**src/sv/dlps_mul.sv**
```systemverilog
`timescale 1ns / 1ps
// Shared 32 by 32 unsigned multiplier with a registered product.
module dlps_mul (
  input  logic        clk,
  input  logic [31:0] a,
  input  logic [31:0] b,
  output logic [63:0] p_r
);
  always_ff @(posedge clk) begin
    p_r <= 64'(a) * 64'(b);
  end
endmodule

```
**config.mk**
```make
export PLATFORM = sky130hd
export DESIGN_NAME = dlps_mul
export DESIGN_NICKNAME = d
export VERILOG_FILES = /design/src/sv/dlps_mul.sv
export SDC_FILE = /design/constraint.sdc
export NUM_CORES = 2
export LEC_CHECK = 0
export BUFFER_PORTS_ARGS = -buffer_cell sky130_fd_sc_hd__buf_2
export CAP_MARGIN = 20
export CORE_MARGIN = 8
export CORE_UTILIZATION = 23
export CTS_CLUSTER_DIAMETER = 40
export DETAILED_ROUTE_END_ITERATION = 8
export PLACE_DENSITY_LB_ADDON = 0.08
export SYNTH_ARGS = -nofsm -noshare
export SYNTH_HDL_FRONTEND = slang
export SYNTH_SLANG_ARGS = --single-unit
```
**constraint.sdc**
```tcl
create_clock -name clk -period 21.2 [get_ports clk]
set_input_delay 1.06 -clock clk [delete_from_list [all_inputs] [get_ports clk]]
set_output_delay 1.06 -clock clk [all_outputs]
set_load 0.1 [all_outputs]
```
# [Word-level counts from Yosys, hierarchy flattened]
# Cells that the tools add are included.
[op_classes] multipliers=1
[op_table] op="$mul 32x32->64" count=1
[word_totals] output_inout_bits=64 ff_bits=64 input_bits=65 elab_cells=2

# [Logic depth before layout (Yosys ltp)]
[logic_depth] word_depth=1 ltp_mapped=29 ltp_nobuf=27

# [Least setup slack after synthesis]
# Ideal clock, no wire load.
[synth_path] path_type="input to register" start="in a[25]" end="reg p_r[62]" stages=25 n_path_buf=2 path_slack_ns=13.387 arrival_time_ns=7.741 cell_sequence="clkbuf_1 > nand2_1 > fa_1 > inv_1 > fa_1 > inv_1 > fa_1 > inv_1 > fa_1 > fa_1 > fa_1 > fa_1 > inv_1 > fa_1 > inv_1 > ha_1 > buf_2 > nand4_1 > or4_1 > or3_1 > a31oi_1 > a31o_2 > a211oi_1 > o21ai_1 > xor2_1"
[synth_between] elab_chain_len=1
[synth_rtl] item="start, declared" line_no="5" text="input logic [31:0] a,"
[synth_rtl] item="$mul 32x32->64" line_no="10" text="p_r <= 64'(a) * 64'(b);"
[synth_rtl] item="end signal, assigned" line_no="10"
[synth_rtl] item="end, declared" line_no="7" text="output logic [63:0] p_r"
# No other way between the ends.

# [Final worst setup path]
# Ends and elaborated chain as after synthesis.

==> results.toml <==
[status]
status = "completed"

[placed_design]
gp_congestion = 0.759
io_buffers = 128
place_hpwl_mm = 98.8

[floorplanning]
die_w_um = 404
ioPinCount = 129
initial_core_util = 0.232
rows = 142
coreArea_um2 = 150000
fp.dieH_um = 404
die_area_um2 = 163000

[cts]
cts_buffers = 9
ctsResizeCount = 0
htreeDepth = 3
cts.clk_slew.worst_paths_ps = 70
clockBufferDepth = 2
cts_tree = "built"
postCtsHoldBufs = 0
cts_setup_buffers = 0
clock-root-buffer = "clkbuf_16"
cts.sinks = 64

[critical_path]
crit_start = "a[25]"
path_buf_inv = 6
timing.critical_path.to = "p_r[62]"
crit_type = "input pin to flip-flop"
path_cells = "buf_2, nand2_1, fa_1, inv_1, fa_1, inv_1, fa_1, inv_1, fa_1, fa_1, fa_1, fa_1, inv_1, fa_1, inv_1, ha_1, nand4_1, or4_1, or3_1, a31oi_1, a31o_2, a211oi_1, o21ai_1, xor2_1"
cp_slowest_cell = "a31oi_1"
max_stage_delay_ps = 710
cp_common_cell = "fa_1"
crit_path_end_kind = "flip-flop"
worst_ep_arrival_time_ps = 9300
worstSetupStartpointType = "input pin"
crit_family = "adder cells"
critical_path.max_fanout = 32
crit_required_ps = 21510
cp_num_cells = 24

[sta]
setup_violations = 0
finalHoldViolCount = 0
fin_crit_ps = 8990
rsz0062_at_grt = "false"
slew_violations = 0
final.setup.tns_ps = 0
tightest_slew_ps = 1020
max_freq_mhz = 111
timing.slew.headroom = 0.322
finalCritPeriodShare = 0.424

[global_routing]
grt-ovfl-total = 0
grt_max_degree = 33
grt_pass1_vias = 28200
grt_pass1_wl_mm = 188
antenna_found_initial = 6
grt_usage = 0.155

[drt]
routedWlPerCell_um = 21.6
dr.pass1.iters = 5
wl_mm = 124
drtAntennaViolNets = 0
via_per_inst = 4.18
vias = 24000
drt-initial-drc-count = 880
route.detailed.drc = 0

[synthesis]
synthesis.area_per_instance_um2 = 9.25
synth_cell_types = 57
synth_edf_count = 0
synthArstFlopShare = 0
synth_commonest_cells = "fa_1 (896), inv_1 (865), and2_1 (602)"
yosysWarnings = 0
yosysMostFrequentCell = "fa_1"
synth-main-ff-cell = "dfxtp_1"
syn_nets = 4972
syn_area_um2 = 34700
ys_ff_latch = 64
synth_top_area_share = 0.517
synth.largest_area_cell = "fa_1"
synth_area_leaders = "fa_1 (52%), and2_1 (11%), ha_1 (9.5%)"
yosysSeqAreaShare = 0.0369
synth_cells = 3748

[final_layout]
largest_reg_flops = 64
reg_top3 = "p_r x64"
nets = 4928
final_layout_size_suffix_gt1_frac = 0.0531
area_growth_pct = 8.57
regMostFlops = "p_r"

[flow_run]
maxCapViolations = 0

[hold_path]
hp-class = "input pin to flip-flop"
hold_path_depth = 3
[worst min path at each step]
stage	start	slack (ps)	endpoint
finish	b[0]	1330	p_r[0]
global route	a[0]	1350	p_r[0]
CTS	b[0]	1310	p_r[0]
detailed placement	p_r[0]	1610	p_r[0]
global placement	p_r[37]	1610	p_r[37]
floorplan	b[0]	1190	p_r[0]
[stage by stage]
stage / setup slack [ps] / std cells / cell area [um^2] / util / hold slack (ps)
2_1_floorplan: 13390 / 3748 / 34700 / - / 1190
4_1_cts: 12200 / 5725 / 37600 / 0.251 / 1310
6_report: 12210 / 5732 / 37600 / 0.251 / 1330
3_5_place_dp: 11790 / 5709 / 37300 / 0.249 / 1610
3_3_place_gp: 11860 / 5709 / 37300 / 0.249 / 1610
5_1_grt: 11840 / 5725 / 37600 / 0.251 / 1350
[cells in the final DEF, fill, tap and decap left out, drive strengths merged, types with 2 or more instances in the layout]
| master | instances |
|---|---|
| o221ai | 3 |
| clkbuf | 11 |
| a311oi | 2 |
| ha | 263 |
| xor2 | 25 |
| a211oi | 3 |
| o221a | 2 |
| a21oi | 66 |
| and3b | 2 |
| nand4 | 23 |
| nand2 | 480 |
| a221oi | 4 |
| nand3 | 10 |
| xnor2 | 35 |
| clkinv | 2 |
| nor2b | 2 |
| or4 | 3 |
| o21ai | 26 |
| o21bai | 11 |
| and3 | 14 |
| a21boi | 3 |
| nor2 | 20 |
| dfxtp | 64 |
| nor3 | 7 |
| inv | 865 |
| fa | 896 |
| bufinv | 3 |
| o21a | 9 |
| o211ai | 2 |
| and2 | 602 |
| or3 | 3 |
| a31oi | 12 |
| buf | 165 |
| and4 | 3 |
| a21o | 40 |
| or2 | 3 |
| diode | 7 |
| nand2b | 2 |
| o31ai | 5 |
| a221o | 4 |
[cell families (layout without fill, tap and decap cells)]
kind of cell	after synthesis	in the layout	share of synthesized area
AOI/OAI and AO/OA	202	202	0.0415
xor gates and xnor gates	60	60	0.0152
adders and majority gates	1159	1159	0.612
buffers and inverters	1085	1046	0.118
DFF	64	64	0.0369
muxes	1	1	0.000289
other	0	7	0
and+or+nand+nor	1177	1177	0.176
[routing by layer]
metal  wire length (um)  share of wire  global-route usage
met1              50600           0.41               0.189
met2              69300           0.56               0.303
met3               2510          0.020              0.0116
met4               1280          0.010              0.0168
met5                  0              0                   0
[cell type report]
cell class,instances,area [um^2]
Sequential cell,64,1280
Inverter,865,3250
Tap cell,2016,2520
Multi-Input combinational cell,2599,29300
Clock buffer,11,243
Antenna cell,7,17.5
Timing Repair Buffer,165,918
Clock inverter,5,104
Fill cell,16400,112000
[tightest hold or removal path: stages]
cell    delay (ps)
buf_2          100
buf_4          270
and2_1         220
Power is left out: the tool's default activity adds up to more than one toggle a clock period on the data nets, which glitch-free logic cannot reach.
