`config.mk`:
```
export PLATFORM = sky130hd
export DESIGN_NAME = dlps_sqdiv
export DESIGN_NICKNAME = d
export VERILOG_FILES = /design/src/sv/dlps_pkg.sv /design/src/sv/dlps_sqdiv.sv
export SDC_FILE = /design/constraint.sdc
export NUM_CORES = 1
export LEC_CHECK = 0
export ABC_AREA = 1
export BUFFER_PORTS_ARGS = -buffer_cell sky130_fd_sc_hd__buf_4
export CORE_MARGIN = 2
export CORE_UTILIZATION = 48
export DETAILED_ROUTE_END_ITERATION = 8
export PLACE_DENSITY_LB_ADDON = 0.1
export SLEW_MARGIN = 20
export SYNTH_ARGS = -nofsm -noshare
export SYNTH_HDL_FRONTEND = slang
export SYNTH_SLANG_ARGS = --single-unit
export TNS_END_PERCENT = 10
```
`constraint.sdc`:
```
create_clock -name clk -period 3.9 [get_ports clk]
set_input_delay 0.585 -clock clk [delete_from_list [all_inputs] [get_ports clk]]
set_output_delay 0.585 -clock clk [all_outputs]
set_load 0.1 [all_outputs]
```
`src/sv/dlps_pkg.sv`:
```
`timescale 1ns / 1ps
// Shared constants, types and helpers of the direct Laplace potential sum unit.
package dlps_pkg;

  localparam int MaxSources = 1024;
  localparam int AddrW      = $clog2(MaxSources);
  localparam int CntW       = $clog2(MaxSources + 1);
  localparam int SrcW       = 128;

  localparam logic [31:0] ScaleReset = 32'd341782638;

  localparam logic signed [49:0] Max48 = 50'sh0_7FFF_FFFF_FFFF;
  localparam logic signed [49:0] Min48 = -50'sh0_8000_0000_0000;

  typedef enum logic [1:0] {
    REQ_CLEAR = 2'd0,
    REQ_ADD   = 2'd1,
    REQ_EVAL  = 2'd2,
    REQ_NONE  = 2'd3
  } req_t;

  // Control from the sequencer to the shared square-root and divide unit.
  typedef struct packed {
    logic start;
    logic sqrt_mode;
  } sd_ctrl_t;

  // Status back from that unit.
  typedef struct packed {
    logic        done;
    logic [47:0] result;
  } sd_stat_t;

  // Clamps a wide signed sum to 48 bits and reports whether it clamped.
  function automatic logic [48:0] sat48(input logic signed [49:0] s);
    logic [48:0] r;
    if (s > Max48) begin
      r = {1'b1, Max48[47:0]};
    end else if (s < Min48) begin
      r = {1'b1, Min48[47:0]};
    end else begin
      r = {1'b0, s[47:0]};
    end
    return r;
  endfunction

endpackage

```
`src/sv/dlps_sqdiv.sv`:
```
`timescale 1ns / 1ps
// Iterative unit: floor square root of 66 bits or 48 by 33 bit division, one bit a cycle.
module dlps_sqdiv (
  input  logic               clk,
  input  logic               rst_n,
  input  dlps_pkg::sd_ctrl_t ctrl,
  input  logic [65:0]        opa,
  input  logic [32:0]        divisor,
  output dlps_pkg::sd_stat_t stat
);
  logic        busy_r, mode_r, done_r;
  logic [5:0]  cnt_r;
  logic [65:0] sh_r;
  logic [35:0] rem_r;
  logic [47:0] acc_r;
  logic [32:0] dv_r;
  logic [35:0] rem_s, sub_b;
  logic [36:0] diff;
  logic        ge;
  logic [5:0]  last;

  // One subtractor serves both the root trial and the divisor compare.
  always_comb begin
    if (mode_r) begin
      rem_s = {rem_r[33:0], sh_r[65:64]};
      sub_b = {1'b0, acc_r[32:0], 2'b01};
      last  = 6'd32;
    end else begin
      rem_s = {rem_r[34:0], sh_r[65]};
      sub_b = {3'b000, dv_r};
      last  = 6'd47;
    end
    diff = {1'b0, rem_s} - {1'b0, sub_b};
    ge   = ~diff[36];
  end

  always_ff @(posedge clk) begin
    if (!rst_n) begin
      busy_r <= 1'b0;
      done_r <= 1'b0;
    end else begin
      done_r <= 1'b0;
      if (ctrl.start) begin
        busy_r <= 1'b1;
      end else if (busy_r && cnt_r == last) begin
        busy_r <= 1'b0;
        done_r <= 1'b1;
      end
    end
  end

  always_ff @(posedge clk) begin
    if (ctrl.start) begin
      mode_r <= ctrl.sqrt_mode;
      cnt_r  <= '0;
      sh_r   <= opa;
      rem_r  <= '0;
      acc_r  <= '0;
      dv_r   <= divisor;
    end else if (busy_r) begin
      cnt_r <= cnt_r + 6'd1;
      sh_r  <= mode_r ? {sh_r[63:0], 2'b00} : {sh_r[64:0], 1'b0};
      rem_r <= ge ? diff[35:0] : rem_s;
      acc_r <= {acc_r[46:0], ge};
    end
  end

  assign stat.done   = done_r;
  assign stat.result = acc_r;
endmodule

```
## Word level (Yosys, flattened, before mapping)

Cells that the tools add are included.

| cells by class | value |
|---|---|
| $lt $le $gt $ge | 0 |
| muxes and demuxes | 10 |
| $add $sub $neg | 2 |
| $mul | 0 |
| div/mod/pow operators | 0 |
| bitwise operators | 2 |
| equality and inequality tests | 1 |
| reductions and logical operators | 4 |
| shift-type cells | 0 |

Operator list:

| cell | number |
|---|---|
| $mux 66 | 3 |
| $mux 35 | 2 |
| $sub 36x35->37 | 1 |
| $mux 36 | 1 |
| $add 6x1->6 const B | 1 |
| $eq 6x6->1 | 1 |
| $mux 4 | 1 |
| $reduce_bool 2->1 | 2 |
| $mux 1 | 3 |
| $not 1->1 | 2 |
| $reduce_or 2->1 | 1 |
| $logic_and 1x1->1 | 1 |

| word-level totals | value |
|---|---|
| bits of input ports | 103 |
| memories kept | 0 |
| output and inout bits | 49 |
| ROM bits | 0 |
| register bits after elaboration | 191 |
| latch bits | 0 |
| bits in writable memories | 0 |
| logic and storage cells | 27 |

## Longest topological paths before layout

| logic depth | value |
|---|---|
| word-level depth | 5 |
| gate-level depth with buffers | 21 |
| depth with buffers taken out | 19 |

## Worst setup path after synthesis

Ideal clock, no wire load.

| path | value |
|---|---|
| path kind | input -> register |
| start point | input ctrl[1] (netlist bit) |
| end point | register sh_r[0] (enable) |
| setup slack | 733 ps |
| stages on the path | 3 |
| arrival | 2,710 ps |
| library setup time | 457 ps |
| buffers on the path | 1 |
| data required time | 3,443 ps |
| path through | nor2_1 inv_1 clkbuf_1 |

| between the ends | value |
|---|---|
| longest elaborated chain between the ends | 1 |

Ends and longest elaborated chain:

| element | RTL line | RTL |
|---|---|---|
| from (decl) | dlps_sqdiv.sv:6 | `input dlps_pkg::sd_ctrl_t ctrl,` |
| $reduce_bool 2->1 (no source line) | - |  |
| to (signal assigned) | dlps_sqdiv.sv:56 | `sh_r <= opa;` |
| to (signal assigned) | dlps_sqdiv.sv:62 | `sh_r <= mode_r ? {sh_r[63:0], 2'b00} : {sh_r[64:0], 1'b0};` |
| to (decl) | dlps_sqdiv.sv:13 | `logic [65:0] sh_r;` |

No other way between the ends.
A chain may end at the register's enable or synchronous reset.

## Worst setup path in the final report

| path | value |
|---|---|
| start point | register mode_r |
| end point | register rem_r[26] |

| between the ends | value |
|---|---|
| longest elaborated chain between the ends | 3 |
| elaborated cells between the ends (all ways) | 4 |
| classes of those cells | 1 x add/sub; 3 x mux |

Ends and longest elaborated chain:

| element | RTL line | RTL |
|---|---|---|
| from (decl) | dlps_sqdiv.sv:11 | `logic busy_r, mode_r, done_r;` |
| from (signal assigned) | dlps_sqdiv.sv:54 | `mode_r <= ctrl.sqrt_mode;` |
| $mux 36 or $mux 35 (tied branches) | dlps_sqdiv.sv:24 | `if (mode_r) begin` |
| $sub 36x35->37 | dlps_sqdiv.sv:33 | `diff = {1'b0, rem_s} - {1'b0, sub_b};` |
| $mux 35 (*) | dlps_sqdiv.sv:63 | `rem_r <= ge ? diff[35:0] : rem_s;` |
| to (signal assigned) | dlps_sqdiv.sv:63 |  |
| to (decl) | dlps_sqdiv.sv:14 | `logic [35:0] rem_r;` |

Mark *: on every way between the ends. The rest lies on a longest branch, timed or not.

==> metrics.txt <==
Critical R2R Launch=mode_r$_DFFE_PP_; dominant synthesized flop cell=sky130_fd_sc_hd__edfxtp_1; total negative slack=0 ns; All-Layer GR Usage=between 20 and 30%; via count=10,369; Clock H-tree levels=4; Die Span Y=157 µm; number of distinct library cells after synthesis=43; clock tree root driver cell=sky130_fd_sc_hd__clkbuf_16; Netlist Area Pre-Place=0.0112 mm²; leading cell types by total area after synthesis=sky130_fd_sc_hd__edfxtp_1 (27%), sky130_fd_sc_hd__dfxtp_1 (16%), sky130_fd_sc_hd__nand2_1 (16%); iteration-0 DRC count of the detailed router=776; clock tree from TritonCTS=built; synthesis-to-layout area growth=16.5%; biggest fanout along the worst timing path=32; GRT Residual Overflow=0; kind of path behind the tightest hold check=primary input to flip-flop; CTS sink count=191; Worst Path Class, Setup=flip-flop to flip-flop; global-route wire length before repair=48.6 mm; most frequently used cell type in the post-synthesis netlist=sky130_fd_sc_hd__nand2_1; Setup-failing EPs final=0; actual slew at the worst max-slew pin=about 1.1 ns; post-synth top area cell=sky130_fd_sc_hd__edfxtp_1; peak supply drop=0.000258 V; reported max-cap violation count=0; worst skew pair latency=~0.45 ns; Period Utilization, post-route=88.3%; unrepaired setup endpoints after global routing=false; row count=55; relative slew slack=between 20 and 30%; Die ar.=0.0245 mm²; maximum number of pins on one net before global-route repair=144; crit path capture type=flip-flop; share of flip-flops with an asynchronous set or reset=0%; number of nets produced by synthesis=1,692; vias in the first global route=9,569; area fraction of the dominant cell type after synthesis=approximately 27%; routed length per placed instance=15.4 µm; Core Box Area=0.0227 mm²; hold violation count in the final report=0; P per Cell Area=510 mW/mm²; Layout Cell Area excl Fill=0.0130 mm²; post-synthesis register bit count=191; minimum clock period=3.45 ns; worst slack on hold paths=0.312 ns; count of buffers added by post-CTS timing repair for setup=0; setup skew after layout=0.0182 ns; Worst Hold Launch=divisor[28]; standard cell area after detailed placement=0.0124 mm²; Antenna Nets Post-Route=0; post-CTS clock slew at the launch and capture registers of the worst setup and hold paths=0.08 ns; Final Wtd Congestion=0.937; Max Freq=290 MHz; ranking of synthesized cells by instance count=sky130_fd_sc_hd__nand2_1 (463), sky130_fd_sc_hd__inv_1 (206), sky130_fd_sc_hd__a21oi_1 (160); Pre-antenna DRT Iters=7; Syn Area/Cell=between 7 and 8 µm²; detailed-route vias per instance=5.29; data required time of the worst path=4.24 ns; # nets final=1,801; share of post-route cells with drive strength above 1=13.4%; number of gates given a new drive strength after cts=0; Pleak=just over 6 nW; arrival time reported for the critical path endpoint=~3.8 ns; maximum number of buffers from clock root to sink=2; worst setup path startpoint=mode_r$_DFFE_PP_; Warnings, synthesis=0; crit path launch type=flip-flop; count of pins over their slew limit=0; count of unresolved DRC violations after routing=0; number of enable flip-flop cells after synthesis=100; wire length reported by the detailed router=30.2 mm; hold_buf cts=0; Initial Utilization=49.2%; number of antenna violations at the first check in global routing=0; TritonCTS Buffers=17; Final Util=57.3%; sequential-to-total area share from yosys stat=43.2%; chip width=157 µm; minimum setup slack among reg-to-reg paths=0.45 ns; Boundary Pins=152; post-detail-place hpwl=21.0 mm; run status=completed; synthesized instance count=1,552; count of inserted antenna diode cells=0; number of buffers added on ports=151
==> power by group <==
| group | internal [mW] | switching (mW) | total, mW |
|---|---|---|---|
| clock | 0.860 | 0.896 | 1.76 |
| sequential | 2.34 | 0.111 | 2.45 |
| combinational | 0.832 | 1.60 | 2.43 |
| total | 4.03 | 2.60 | 6.63 |
==> cell families (layout without fill, tap and decap cells) <==
| kind of cell | count (synthesis) | in the layout | share of synthesized area, % |
|---|---|---|---|
| AO/OA/AOI/OAI | 298 | 298 | 14.2 |
| XOR/XNOR | 16 | 16 | 1.25 |
| adder cells (fa/ha/maj) | 37 | 37 | 4.21 |
| buffers and inverters | 279 | 401 | 10.0 |
| flip-flops | 191 | 191 | 43.2 |
| multiplexers | 1 | 1 | 0.0896 |
| AND/OR/NAND/NOR | 730 | 730 | 27.0 |
==> metrics by stage <==
| step | std cells | worst slack, ns | total power, mW |
|---|---|---|---|
| floorplan | 1552 | 0.733 | 4.29 |
| global placement | 1927 | 0.556 | 4.86 |
| detailed placement | 1927 | 0.480 | 4.88 |
| CTS | 1959 | 0.470 | 6.64 |
| global route | 1959 | 0.0987 | 7.09 |
| finish | 1959 | 0.455 | 6.63 |
==> cells in the final DEF (no fill, tap or decap), types with 2 or more instances in the layout <==
master and instances:
sky130_fd_sc_hd__nor2_2 3, sky130_fd_sc_hd__or2_2 11, sky130_fd_sc_hd__inv_1 204, sky130_fd_sc_hd__nand3_2 2, sky130_fd_sc_hd__buf_12 2, sky130_fd_sc_hd__a21oi_1 160, sky130_fd_sc_hd__o21a_1 2, sky130_fd_sc_hd__nand2_2 7
sky130_fd_sc_hd__nand3_1 103, sky130_fd_sc_hd__xor2_1 6, sky130_fd_sc_hd__nand2_1 463, sky130_fd_sc_hd__buf_4 160, sky130_fd_sc_hd__ha_1 36, sky130_fd_sc_hd__clkinv_4 3, sky130_fd_sc_hd__nand3b_1 2, sky130_fd_sc_hd__edfxtp_1 100
sky130_fd_sc_hd__a21oi_2 2, sky130_fd_sc_hd__clkbuf_1 2, sky130_fd_sc_hd__inv_8 3, sky130_fd_sc_hd__o21ai_0 73, sky130_fd_sc_hd__o21ai_1 6, sky130_fd_sc_hd__inv_6 2, sky130_fd_sc_hd__dfxtp_1 91, sky130_fd_sc_hd__o22ai_1 46
sky130_fd_sc_hd__xnor2_1 10, sky130_fd_sc_hd__a21o_1 2, sky130_fd_sc_hd__nand4_1 5, sky130_fd_sc_hd__clkinv_8 4, sky130_fd_sc_hd__o21bai_1 4, sky130_fd_sc_hd__nor3_1 10, sky130_fd_sc_hd__nor2_1 116, sky130_fd_sc_hd__clkbuf_16 17
sky130_fd_sc_hd__nand2_4 2
==> layer usage <==
metal | track usage [%] | routed length (µm) | up-vias
li1 | - | - | 5256
met2 | 38.5 | 13400 | 296
met3 | 5.43 | 2250 | 31
met4 | 6.55 | 455 | 0
met1 | 35.9 | 14100 | 4786
met5 | 0 | 0 | -
==> state kept, by name, indices dropped and copies added (netlist names) <==
signal	flops
sh_r	66
cnt_r	6
busy_r	1
mode_r	1
done_r	1
acc_r	48
dv_r	33
rem_r	35
==> cell type report <==
cell class	count	area, µm²
flip-flops and latches	191	4820
clock inverters	13	150
clock buffers	19	433
multi-input cells	1082	5230
inverters	207	781
repair buffers	162	1240
well taps	285	357
fillers	2244	9700
==> worst paths after layout <==
kind / end / depth (start not counted)
worst min register to register: rem_r[24]$_SDFFE_PP0P_ / 2
worst max-delay path: rem_r[26]$_SDFFE_PP0P_ / 15
worst min-delay path: dv_r[28]$_DFFE_PP_ / 1
worst max register to register: rem_r[26]$_SDFFE_PP0P_ / 15
==> worst max-delay path: stages (launching register included) <==
cell                       delay (ns)
sky130_fd_sc_hd__edfxtp_1        0.46
sky130_fd_sc_hd__inv_2           0.52
sky130_fd_sc_hd__or2_2           0.22
sky130_fd_sc_hd__o21ai_0         0.13
sky130_fd_sc_hd__inv_1           0.09
sky130_fd_sc_hd__ha_1            0.30
sky130_fd_sc_hd__a21oi_1         0.30
sky130_fd_sc_hd__nand2_1         0.11
sky130_fd_sc_hd__o21bai_1        0.20
sky130_fd_sc_hd__a21oi_2         0.22
sky130_fd_sc_hd__buf_4           0.41
sky130_fd_sc_hd__nand3_1         0.13
sky130_fd_sc_hd__nand2_1         0.09
sky130_fd_sc_hd__inv_1           0.05
sky130_fd_sc_hd__nand2_1         0.05
sky130_fd_sc_hd__nand2_1         0.04
No activity file was read; power rests on OpenSTA's default activity.
